**config.mk**
```make
export PLATFORM = sky130hd
export DESIGN_NAME = rgb_to_hsl_converter_unit
export DESIGN_NICKNAME = d
export VERILOG_FILES = /design/src/sv/rgb2hsl_pkg.sv /design/src/sv/rgb2hsl_prep.sv /design/src/sv/rgb2hsl_div_cell.sv /design/src/sv/rgb_to_hsl_converter_unit.sv
export SDC_FILE = /design/constraint.sdc
export NUM_CORES = 1
export LEC_CHECK = 0
export ABC_AREA = 0
export BUFFER_PORTS_ARGS = -buffer_cell sky130_fd_sc_hd__clkbuf_2
export CORE_UTILIZATION = 40
export CTS_BUF_LIST = sky130_fd_sc_hd__clkbuf_16
export DETAILED_ROUTE_END_ITERATION = 8
export PLACE_DENSITY = 0.6
export SYNTH_ARGS = -nofsm -noshare
export SYNTH_HDL_FRONTEND = slang
export SYNTH_HIERARCHICAL = 1
export SYNTH_SLANG_ARGS = --single-unit
```
**constraint.sdc**
```tcl
create_clock -name clk -period 57.5 [get_ports clk]
set_clock_uncertainty 0.05 [all_clocks]
set_input_delay 11.5 -clock clk [delete_from_list [all_inputs] [get_ports clk]]
set_output_delay 11.5 -clock clk [all_outputs]
set_load 0.05 [all_outputs]
```
**src/sv/rgb2hsl_pkg.sv**
```systemverilog
package rgb2hsl_pkg;

  localparam int FRAC_BITS = 6;
  localparam int SCALE     = 1 << FRAC_BITS;

  localparam int CH_W   = 8;
  localparam int OP_W   = 2;
  localparam int OUT_W  = 15;
  localparam int SUM_W  = CH_W + 1;
  localparam int BASE_W = 17;              // hue numerator in degrees * spread
  localparam int DEN_W  = 9;               // up to 510
  localparam int D_W    = DEN_W + 1;       // doubled divisor
  localparam int QW     = $clog2(360 * SCALE);
  localparam int N_W    = QW + D_W;        // dividend width, quotient always fits QW
  localparam int PREP_STAGES = 3;

  localparam int IN_TDATA_W  = 3 * CH_W;
  localparam int OUT_TDATA_W = ((OUT_W + 7) / 8) * 8;

  typedef enum logic [OP_W-1:0] {
    OP_HUE   = 2'd0,
    OP_SAT   = 2'd1,
    OP_LIGHT = 2'd2,
    OP_NONE  = 2'd3
  } op_t;

  // one slot of the divider chain
  typedef struct packed {
    logic            valid;
    logic [D_W-1:0]  rem;
    logic [QW-1:0]   nq;    // dividend bits shift out on top, quotient bits in below
    logic [D_W-1:0]  d;
  } div_word_t;

endpackage

```
**src/sv/rgb2hsl_prep.sv**
```systemverilog
module rgb2hsl_prep (
  input  logic                          clk,
  input  logic                          rst_n,
  input  logic                          en,
  input  logic                          in_valid,
  input  logic [rgb2hsl_pkg::CH_W-1:0]  red,
  input  logic [rgb2hsl_pkg::CH_W-1:0]  green,
  input  logic [rgb2hsl_pkg::CH_W-1:0]  blue,
  input  rgb2hsl_pkg::op_t              opcode,
  output rgb2hsl_pkg::div_word_t        word_out
);
  import rgb2hsl_pkg::*;

  localparam int HUE_W  = BASE_W + 2;
  localparam int NUM0_W = BASE_W + 7;

  typedef enum logic [1:0] {
    SX_RED      = 2'd0,
    SX_GREEN    = 2'd1,
    SX_BLUE     = 2'd2,
    SX_RED_WRAP = 2'd3
  } sext_t;

  // stage 1: max, min, sextant
  logic                    v1_r;
  op_t                     op1_r;
  logic [CH_W-1:0]         spread1_r, spread1_nxt;
  logic [SUM_W-1:0]        sum1_r, sum1_nxt;
  logic signed [CH_W:0]    diff1_r, diff1_nxt;
  sext_t                   sx1_r, sx1_nxt;

  logic            r_max, g_max;
  logic [CH_W-1:0] mx, mn;

  always_comb begin
    r_max = (red >= green) && (red >= blue);
    g_max = !r_max && (green >= blue);
    if (r_max) begin
      mx = red;
    end else if (g_max) begin
      mx = green;
    end else begin
      mx = blue;
    end
    mn = red;
    if (green < mn) mn = green;
    if (blue < mn) mn = blue;
    sum1_nxt    = SUM_W'(mx) + SUM_W'(mn);
    spread1_nxt = mx - mn;
    if (r_max) begin
      diff1_nxt = $signed({1'b0, green}) - $signed({1'b0, blue});
      sx1_nxt   = (green < blue) ? SX_RED_WRAP : SX_RED;
    end else if (g_max) begin
      diff1_nxt = $signed({1'b0, blue}) - $signed({1'b0, red});
      sx1_nxt   = SX_GREEN;
    end else begin
      diff1_nxt = $signed({1'b0, red}) - $signed({1'b0, green});
      sx1_nxt   = SX_BLUE;
    end
  end

  always_ff @(posedge clk) begin
    if (!rst_n) begin
      v1_r <= 1'b0;
    end else if (en) begin
      v1_r <= in_valid;
    end
  end

  always_ff @(posedge clk) begin
    if (en) begin
      op1_r     <= opcode;
      spread1_r <= spread1_nxt;
      sum1_r    <= sum1_nxt;
      diff1_r   <= diff1_nxt;
      sx1_r     <= sx1_nxt;
    end
  end

  // stage 2: pick numerator base and denominator per opcode
  logic               v2_r;
  logic [BASE_W-1:0]  base2_r, base2_nxt;
  logic [DEN_W-1:0]   den2_r, den2_nxt;
  logic               mul2_r, mul2_nxt;

  logic [8:0]               off_deg;
  logic [BASE_W-1:0]        offp;
  logic signed [HUE_W-1:0]  hsum;

  always_comb begin
    case (sx1_r)
      SX_RED:      off_deg = 9'd0;
      SX_GREEN:    off_deg = 9'd120;
      SX_BLUE:     off_deg = 9'd240;
      SX_RED_WRAP: off_deg = 9'd360;
      default:     off_deg = 9'd0;
    endcase
    offp = BASE_W'(off_deg) * BASE_W'(spread1_r);
    hsum = HUE_W'(diff1_r) * HUE_W'(60) + $signed({2'b00, offp});

    base2_nxt = '0;
    den2_nxt  = DEN_W'(1);
    mul2_nxt  = 1'b0;
    case (op1_r)
      OP_LIGHT: begin
        base2_nxt = BASE_W'(sum1_r);
        den2_nxt  = DEN_W'(510);
        mul2_nxt  = 1'b1;
      end
      OP_SAT: begin
        if (spread1_r != '0) begin
          base2_nxt = BASE_W'(spread1_r);
          den2_nxt  = (sum1_r > SUM_W'(255)) ? DEN_W'(10'd510 - 10'(sum1_r)) : sum1_r;
          mul2_nxt  = 1'b1;
        end
      end
      OP_HUE: begin
        if (spread1_r != '0) begin
          base2_nxt = hsum[HUE_W-1] ? '0 : hsum[BASE_W-1:0];
          den2_nxt  = DEN_W'(spread1_r);
        end
      end
      default: begin
        base2_nxt = '0;
      end
    endcase
  end

  always_ff @(posedge clk) begin
    if (!rst_n) begin
      v2_r <= 1'b0;
    end else if (en) begin
      v2_r <= v1_r;
    end
  end

  always_ff @(posedge clk) begin
    if (en) begin
      base2_r <= base2_nxt;
      den2_r  <= den2_nxt;
      mul2_r  <= mul2_nxt;
    end
  end

  // stage 3: dividend 2*num*scale + den over divisor 2*den gives round half up
  div_word_t         w3_r, w3_nxt;
  logic [NUM0_W-1:0] numv;
  logic [N_W-1:0]    n_full;

  always_comb begin
    numv   = mul2_r ? NUM0_W'(base2_r * 7'd100) : NUM0_W'(base2_r);
    n_full = (N_W'(numv) << (FRAC_BITS + 1)) + N_W'(den2_r);
    w3_nxt.valid = v2_r;
    w3_nxt.rem   = n_full[N_W-1:QW];
    w3_nxt.nq    = n_full[QW-1:0];
    w3_nxt.d     = {den2_r, 1'b0};
  end

  always_ff @(posedge clk) begin
    if (!rst_n) begin
      w3_r.valid <= 1'b0;
    end else if (en) begin
      w3_r.valid <= w3_nxt.valid;
    end
  end

  always_ff @(posedge clk) begin
    if (en) begin
      w3_r.rem <= w3_nxt.rem;
      w3_r.nq  <= w3_nxt.nq;
      w3_r.d   <= w3_nxt.d;
    end
  end

  assign word_out = w3_r;

endmodule

```
**src/sv/rgb2hsl_div_cell.sv**
```systemverilog
module rgb2hsl_div_cell (
  input  logic                    clk,
  input  logic                    rst_n,
  input  logic                    en,
  input  rgb2hsl_pkg::div_word_t  word_in,
  output rgb2hsl_pkg::div_word_t  word_out
);
  import rgb2hsl_pkg::*;

  div_word_t      w_r, w_nxt;
  logic [D_W:0]   t, dif;
  logic           ge;

  // one restoring step: bring down a dividend bit, subtract if it fits
  always_comb begin
    t   = {word_in.rem, word_in.nq[QW-1]};
    dif = t - {1'b0, word_in.d};
    ge  = (t >= {1'b0, word_in.d});
    w_nxt.valid = word_in.valid;
    w_nxt.rem   = ge ? dif[D_W-1:0] : t[D_W-1:0];
    w_nxt.nq    = {word_in.nq[QW-2:0], ge};
    w_nxt.d     = word_in.d;
  end

  always_ff @(posedge clk) begin
    if (!rst_n) begin
      w_r.valid <= 1'b0;
    end else if (en) begin
      w_r.valid <= w_nxt.valid;
    end
  end

  always_ff @(posedge clk) begin
    if (en) begin
      w_r.rem <= w_nxt.rem;
      w_r.nq  <= w_nxt.nq;
      w_r.d   <= w_nxt.d;
    end
  end

  assign word_out = w_r;

endmodule

```
**src/sv/rgb_to_hsl_converter_unit.sv**
```systemverilog
// Pipeline from input accept to out_tvalid: three setup stages, then
//   one divider cell per quotient bit.
// Throughput: one pixel per cycle; the whole chain advances together and holds
//   while a result waits on out_tready.
// Reset: synchronous active-low rst_n clears every stage valid bit; data registers are not reset.
module rgb_to_hsl_converter_unit (
  input  logic                                  clk,
  input  logic                                  rst_n,
  input  logic                                  in_tvalid,
  output logic                                  in_tready,
  input  logic [rgb2hsl_pkg::IN_TDATA_W-1:0]    in_tdata,   // red, green, blue
  input  logic [rgb2hsl_pkg::OP_W-1:0]          in_tuser,   // opcode
  output logic                                  out_tvalid,
  input  logic                                  out_tready,
  output logic [rgb2hsl_pkg::OUT_TDATA_W-1:0]   out_tdata   // component_value, zero pad
);
  import rgb2hsl_pkg::*;

  logic      en;
  div_word_t chain [QW+1];

  // advance unless a finished word is stalled at the end
  assign en        = !chain[QW].valid || out_tready;
  assign in_tready = en;

  rgb2hsl_prep u_prep (
    .clk      (clk),
    .rst_n    (rst_n),
    .en       (en),
    .in_valid (in_tvalid),
    .red      (in_tdata[CH_W-1:0]),
    .green    (in_tdata[2*CH_W-1:CH_W]),
    .blue     (in_tdata[3*CH_W-1:2*CH_W]),
    .opcode   (op_t'(in_tuser)),
    .word_out (chain[0])
  );

  for (genvar i = 0; i < QW; i++) begin : g_cell
    rgb2hsl_div_cell u_cell (
      .clk      (clk),
      .rst_n    (rst_n),
      .en       (en),
      .word_in  (chain[i]),
      .word_out (chain[i+1])
    );
  end

  assign out_tvalid = chain[QW].valid;
  assign out_tdata  = OUT_TDATA_W'(OUT_W'(chain[QW].nq));

endmodule

```
==> results of run 1 <==
[worst min path at each step]
stage                                        start                              to
global placement     g_cell[2].u_cell/word_out[18]   g_cell[3].u_cell/word_out[19]
floorplan                      u_prep/word_out[17]   g_cell[0].u_cell/word_out[18]
detailed placement  g_cell[10].u_cell/word_out[10]  g_cell[11].u_cell/word_out[11]
CTS                 g_cell[11].u_cell/word_out[10]  g_cell[12].u_cell/word_out[11]
global route         g_cell[5].u_cell/word_out[17]   g_cell[6].u_cell/word_out[18]
finish              g_cell[11].u_cell/word_out[10]  g_cell[12].u_cell/word_out[11]
[sequential cells by signal (all words and copies together), names as in the netlist]
name / flops
u_prep/base2_r: 17
u_prep/sum1_r: 8
u_prep/diff1_r: 9
u_prep/v1_r: 1
u_prep/spread1_r: 8
g_cell.u_cell/word_out: 520
u_prep/den2_r: 9
u_prep/v2_r: 1
u_prep/sx1_r: 2
u_prep/word_out: 28
u_prep/op1_r: 2
u_prep/mul2_r: 1
[worst reg2reg max path, delay by kind of cell (launching register included)]
kind / cells / cell delay, ps
adders and majority gates: 7 / 2720
and+or+nand+nor: 5 / 1880
AOI/OAI and AO/OA: 6 / 1140
DFF: 1 / 420
xor gates and xnor gates: 2 / 350
buffers and inverters: 3 / 170
[layout by cell type (no fill, tap or decap), types with 24 or more instances in the layout]
master	count
edfxtp_1	588
clkbuf_2	46
xnor2_1	94
nand2b_1	42
nand4_1	25
nor2_1	120
mux2_4	90
mux2i_1	101
a31oi_1	24
xor2_1	65
clkbuf_16	71
inv_1	427
nand2_1	90
nor2b_1	53
fa_1	68
a211oi_1	26
ha_1	313
a21o_1	38
o21ai_0	73
a21oi_1	161
nand3_1	48
nor3_1	47
[cell type report]
type / instances / area [µm²]
inverters: 427 / 1620
repair buffers: 63 / 383
flip-flops and latches: 606 / 18000
clock inverters: 57 / 636
clock buffers: 71 / 1780
fillers: 8058 / 48900
multi-input cells: 1856 / 16200
well taps: 1165 / 1460
[routing by layer]
metal / up-vias / part of all wire (%)
met5: - / 0.018
met4: 2 / 2.2
met3: 109 / 3.6
met2: 289 / 48
met1: 10200 / 47
li1: 10900 / -
[metrics by stage]
step | std cells | setup WS, ps | cell area, µm²
3_5_place_dp | 4117 | 33720 | 37600
6_report | 4245 | 33770 | 40100
5_1_grt | 4245 | 33730 | 40100
4_1_cts | 4245 | 33720 | 40100
2_1_floorplan | 2935 | 19500 | 36100
3_3_place_gp | 4117 | 33720 | 37600
==> impl_metrics.yaml, run 1 <==
critical_path:
  rr_endpoint: "u_prep/base2_r[15]"
  cp.arrival_ps: 12180
  critPathBufInv: 2
  crit_path_frequent_cell: "clkbuf_2"
  reg2reg_depth: 23
  cp_slowest_stage_delay_ps: 350
  startpoint: "out_tready"
  regToRegSetupSlack_ps: 50450
  critPathLaunchType: "input pin"
  critPathSlowestCell: "clkbuf_2"
  r2r_start: "u_prep/sx1_r[0]"
  crit_required_ps: 45950
  crit_chain: "clkbuf_2, nand2b_4, clkbuf_2"
  crit_cells: 3
  cp-end-kind: "output pin"
  crit_end: "in_tready"
  crit_fanout: 8
  path_class: "input pin to output pin"
  cp_top_family: "buffers and inverters"
routing:
  via_per_inst: 5.06
  first_iter_violations: 1337
  drcViolationCount: 0
  via_count: 21500
  wl_per_cell_um: 15.6
  drt_pass1_iterations: 5
  route.antenna.remaining_nets: 0
  wl_um: 66400
die:
  die_area_mm2: 0.0915
  ios: 48
  core-area_mm2: 0.0889
  die_w_um: 302
  num_rows: 109
  floorplan.initialDensity_pct: 40.6
  die_h_um: 302
place:
  hpwlAfterDp_um: 48600
  routabilityCongestion: 0.876
  io_buffers: 46
outcome:
  status: "complete, no violations"
yosys:
  yosys_warnings: 6
  syn_area_mm2: 0.0361
  postSynthAreaPerCell_um2: 12.3
  synth_nets: 3346
  synth_cells: 2935
cts:
  cts-root-buf: "clkbuf_16"
  clk_pin_slew_ps: 60
  postCtsSetupBuffers: 0
  post_cts_resized: 0
  cts_tree: "built"
  cts_buffers: 71
  clock_latency_ps: 630
  htreeDepth: 3
  clock_path_buffers: 3
  cts_sinks: 606
  ctsHoldBuffers: 0
timing:
  rsz0062_at_grt: "no"
  min_period_ps: 23730
  post-route-period-util_pct: 41.3
  tightest_slew_ps: 1030
  hold_viol_final: 0
  tns_ps: 0
  final-max-slew-violation-count: 0
  setup-violations-final: 0
  whs_ps: 349
  maxSlewHeadroom_pct: 31.4
  fmax_ghz: 0.0421
final_layout:
  antenna_cells: 0
  nNetsFinal: 3436
  synthToLayoutAreaGrowth_pct: 10.9
  final_layout_size_suffix_gt1_share_pct: 12.3
  final_util_pct: 45.0
hold_path:
  hold_class: "flop to flop"
  whs_path_depth: 0
global_routing:
  grt_pass1_vias: 21400
  grt-ovfl-total: 0
  grt_usage_pct: 14.7
  busiest_layer: "met2"
  grt_max_degree: 182
  antenna_found_initial: 1
  use_met2_pct: 25.0
  grt_pass1_wl_um: 108000
  met3_usage_pct: 2.13
  grt_util_met1_pct: 19.3
flow_run:
  maxCapViolCount: 0
Power of run 1 is not shown: default switching activity piles up to over one toggle a cycle in this logic, so the estimate is an artifact.
==> run 2: changes to the inputs <==
--- a/config.mk
+++ b/config.mk
@@ -10,7 +10,7 @@
 export CORE_UTILIZATION = 40
 export CTS_BUF_LIST = sky130_fd_sc_hd__clkbuf_16
 export DETAILED_ROUTE_END_ITERATION = 8
-export PLACE_DENSITY = 0.6
+export PLACE_DENSITY = 0.62
 export SYNTH_ARGS = -nofsm -noshare
 export SYNTH_HDL_FRONTEND = slang
 export SYNTH_HIERARCHICAL = 1
==> constraint.sdc (replaced) <==
create_clock -name clk -period 19.9 [get_ports clk]
set_clock_uncertainty 0.05 [all_clocks]
set_input_delay 3.98 -clock clk [delete_from_list [all_inputs] [get_ports clk]]
set_output_delay 3.98 -clock clk [all_outputs]
set_load 0.05 [all_outputs]
==> impl_metrics.yaml, run 2 (synthesis gave the netlist of run 1 again) <==
cts:
  ctsHoldBuffers: 0
  clock_path_buffers: 3
  htreeDepth: 3
  cts_tree: "built"
  clock_latency_ps: 610
  cts_buffers: 68
  clk_pin_slew_ps: 70
  cts-root-buf: "clkbuf_16"
  cts_sinks: 606
  postCtsSetupBuffers: 0
  post_cts_resized: 0
timing:
  maxSlewHeadroom_pct: 26.7
  tns_ps: 0
  post-route-period-util_pct: 45.0
  rsz0062_at_grt: "no"
  fmax_ghz: 0.112
  hold_viol_final: 0
  setup-violations-final: 0
  min_period_ps: 8950
  tightest_slew_ps: 1100
  final-max-slew-violation-count: 0
global_routing:
  use_met2_pct: 24.8
  busiest_layer: "met2"
  grt_pass1_wl_um: 109000
  grt-ovfl-total: 0
  grt_util_met1_pct: 18.9
  grt_pass1_vias: 21700
  grt_usage_pct: 14.7
  antenna_found_initial: 2
  met3_usage_pct: 2.61
  grt_max_degree: 92
critical_path:
  path_class: "input pin to output pin"
  cp.arrival_ps: 4920
  crit_required_ps: 15870
  cp-end-kind: "output pin"
  critPathLaunchType: "input pin"
  crit_fanout: 32
die:
  core-area_mm2: 0.0889
  ios: 48
  die_h_um: 302
  num_rows: 109
  die_w_um: 302
  die_area_mm2: 0.0915
  floorplan.initialDensity_pct: 40.6
final_layout:
  antenna_cells: 0
  layout_common_cells: "edfxtp_1, inv_1, ha_1"
  nNetsFinal: 3437
  fillers: 8150
  largest_register_ffs: 520
  final_common_cell: "edfxtp_1"
  final_layout_size_suffix_gt1_share_pct: 12.3
  synthToLayoutAreaGrowth_pct: 10.4
hold_path:
  hold_class: "flop to flop"
place:
  routabilityCongestion: 0.903
  hpwlAfterDp_um: 49900
  io_buffers: 46
routing:
  route.antenna.remaining_nets: 0
  wl_per_cell_um: 15.6
  drt_pass1_iterations: 5
  first_iter_violations: 1296
  via_per_inst: 5.09
  wl_um: 66200
  drcViolationCount: 0
  via_count: 21600
flow_run:
  maxCapViolCount: 0
outcome:
  status: "complete, no violations"
-- run 2: per-stage QoR --
stage / std cells / hold WS (ps) / setup WS, ps / util (%) / cell area [µm²]
after floorplan: 2935 / 350 / 4090 / - / 36100
after global placement: 4121 / 350 / 10480 / 42.3 / 37600
after detailed placement: 4121 / 355 / 10390 / 42.3 / 37600
after CTS: 4243 / 338 / 10910 / 44.8 / 39900
after global routing: 4243 / 344 / 10500 / 44.8 / 39900
final: 4243 / 339 / 10950 / 44.8 / 39900
-- run 2: layer usage --
layer	wire length (µm)	vias up
li1	-	10900
met3	2610	122
met1	30100	10200
met4	1980	4
met5	27	-
met2	31400	361
-- run 2: critical path, cell delays in order --
cell	delay (ps)
clkbuf_2	80
nand2b_4	450
clkbuf_2	380
-- run 2: cell type report --
cell class | count | area (µm²) | share of cell area (%)
clock inverter | 52 | 464 | 1.16
sequential | 606 | 18000 | 45.2
tap | 1165 | 1460 | 3.66
inverter | 427 | 1620 | 4.06
timing repair buffer | 67 | 388 | 0.973
clock buffer | 70 | 1750 | 4.39
multi-input combinational | 1856 | 16200 | 40.6
-- run 2: final timing paths --
path | startpoint | to | slack, ps | depth (start not counted)
worst max register to register | u_prep/sx1_r[0] | u_prep/base2_r[8] | 12780 | 23
worst min-delay path | g_cell[1].u_cell/word_out[15] | g_cell[2].u_cell/word_out[16] | 340 | 0
worst min register to register | g_cell[1].u_cell/word_out[15] | g_cell[2].u_cell/word_out[16] | 340 | 0
worst max-delay path | out_tready | in_tready | 10950 | 3
Power of run 2 is left out for the same reason.
==> run 3: changes to the inputs <==
--- a/config.mk
+++ b/config.mk
@@ -10,7 +10,7 @@
 export CORE_UTILIZATION = 40
 export CTS_BUF_LIST = sky130_fd_sc_hd__clkbuf_16
 export DETAILED_ROUTE_END_ITERATION = 8
-export PLACE_DENSITY = 0.62
+export PLACE_DENSITY = 0.6
 export SYNTH_ARGS = -nofsm -noshare
 export SYNTH_HDL_FRONTEND = slang
 export SYNTH_HIERARCHICAL = 1
==> constraint.sdc (replaced) <==
create_clock -name clk -period 8.4 [get_ports clk]
set_clock_uncertainty 0.05 [all_clocks]
set_input_delay 1.68 -clock clk [delete_from_list [all_inputs] [get_ports clk]]
set_output_delay 1.68 -clock clk [all_outputs]
set_load 0.05 [all_outputs]
==> impl_metrics.yaml, run 3 (synthesis gave the netlist of run 1 again) <==
critical_path:
  crit_required_ps: 8670
  cp-end-kind: "flop"
  crit_end: "u_prep/base2_r[2]"
  startpoint: "u_prep/sx1_r[0]"
  regToRegSetupSlack_ps: 1650
  crit_path_frequent_cell: "ha_1"
  r2r_start: "u_prep/sx1_r[0]"
  cp.arrival_ps: 7020
  critPathSlowestCell: "xor2_2"
  rr_endpoint: "u_prep/base2_r[2]"
  crit_fanout: 15
  crit_chain: "ha_1, nor2_1, nor2b_1, fa_1, fa_1, ha_1, inv_1, fa_1, inv_1, ha_1, a21o_1, a21oi_1, o21bai_1, a21oi_1, xnor2_1, ha_1, inv_1, or4_1, o211ai_1, nand3_1, a21oi_2, xor2_2, o32ai_1"
  path_class: "flop to flop"
  critPathLaunchType: "flop"
  cp_slowest_stage_delay_ps: 550
  reg2reg_depth: 23
flow_run:
  maxCapViolCount: 0
cts:
  cts_tree: "built"
  clk_pin_slew_ps: 60
  cts_buffers: 71
  post_cts_resized: 0
  postCtsSetupBuffers: 0
  htreeDepth: 3
  ctsHoldBuffers: 0
  cts_sinks: 606
  clock_path_buffers: 3
  cts-root-buf: "clkbuf_16"
  clock_latency_ps: 610
die:
  core-area_mm2: 0.0889
  num_rows: 109
  die_area_mm2: 0.0915
  ios: 48
  die_h_um: 302
  floorplan.initialDensity_pct: 40.6
  die_w_um: 302
timing:
  final-max-slew-violation-count: 0
  tightest_slew_ps: 974
  min_period_ps: 6750
  tns_ps: 0
  maxSlewHeadroom_pct: 34.7
  fmax_ghz: 0.148
  post-route-period-util_pct: 80.4
  setup-violations-final: 0
  hold_viol_final: 0
  rsz0062_at_grt: "no"
  worst_slack_ps: 1650
  whs_ps: 357
place:
  postPlaceCellArea_mm2: 0.0377
  hpwlAfterDp_um: 50200
  place_ws_ps: 1660
  io_buffers: 46
  routabilityCongestion: 0.894
hold_path:
  hold_class: "flop to flop"
global_routing:
  grt_pass1_wl_um: 109000
  grt_pass1_vias: 21400
  grt-ovfl-total: 0
  grt_usage_pct: 14.9
  grt_max_degree: 172
  antenna_found_initial: 0
routing:
  drt_pass1_iterations: 7
  wl_um: 67000
  via_count: 21500
  wl_per_cell_um: 15.8
  drcViolationCount: 0
  route.antenna.remaining_nets: 0
  first_iter_violations: 1159
  via_per_inst: 5.06
final_layout:
  multi_input_area_mm2: 0.0162
  fillers: 8194
  antenna_cells: 0
  largest_register_ffs: 520
  layout_common_cells: "edfxtp_1, inv_1, ha_1"
  design_area_mm2: 0.0400
  seq_area_mm2: 0.0180
  final_common_cell: "edfxtp_1"
  nNetsFinal: 3438
  final_layout_size_suffix_gt1_share_pct: 12.4
  synthToLayoutAreaGrowth_pct: 10.9
outcome:
  status: "complete, no violations"
==> run 3: cell types whose count changed in the layout (fill, tap and decap cells not counted), sizes merged <==
cell,before,now
inv,447,438
buf,21,19
clkbuf,116,121
clkinv,23,31
==> run 3: critical path: cells and delay by family (launching register included) <==
family / cells / cell delay (ps)
adder cells (fa/ha/maj): 7 / 2690
AO/OA/AOI/OAI: 7 / 1300
AND/OR/NAND/NOR: 4 / 1220
XOR/XNOR: 2 / 650
flip-flops: 1 / 420
buffers and inverters: 3 / 160
==> run 3: worst min-delay path by stage <==
stage	startpoint	end	slack, ps	cells past startpoint
finish	g_cell[0].u_cell/word_out[19]	g_cell[1].u_cell/word_out[20]	360	0
global route	g_cell[7].u_cell/word_out[22]	g_cell[8].u_cell/word_out[23]	360	0
CTS	g_cell[0].u_cell/word_out[19]	g_cell[1].u_cell/word_out[20]	360	0
detailed placement	u_prep/word_out[19]	g_cell[0].u_cell/word_out[20]	350	0
global placement	g_cell[6].u_cell/word_out[15]	g_cell[7].u_cell/word_out[16]	350	0
floorplan	u_prep/word_out[17]	g_cell[0].u_cell/word_out[18]	350	0
==> run 3: per-layer routing <==
metal	GRT usage, %	routed length (µm)
met5	0	0
met4	4.85	1550
met3	2.36	2810
met2	24.6	31100
met1	19.9	31600
==> run 3: layout make-up <==
type                            count  share of cell area [%]
Clock buffer                       75                    4.69
Clock inverter                     51                    1.25
Inverter                          427                    4.04
Multi-Input combinational cell   1856                    40.4
Sequential cell                   606                    45.0
Tap cell                         1165                    3.64
Timing Repair Buffer               65                   0.994
==> run 3: stage by stage <==
stage                     utilization [%]  cells
after floorplan                         -   2935
after global placement               42.3   4119
after detailed placement             42.3   4119
after CTS                            45.0   4245
after global routing                 45.0   4245
final                                45.0   4245
Power of run 3 is left out for the same reason.
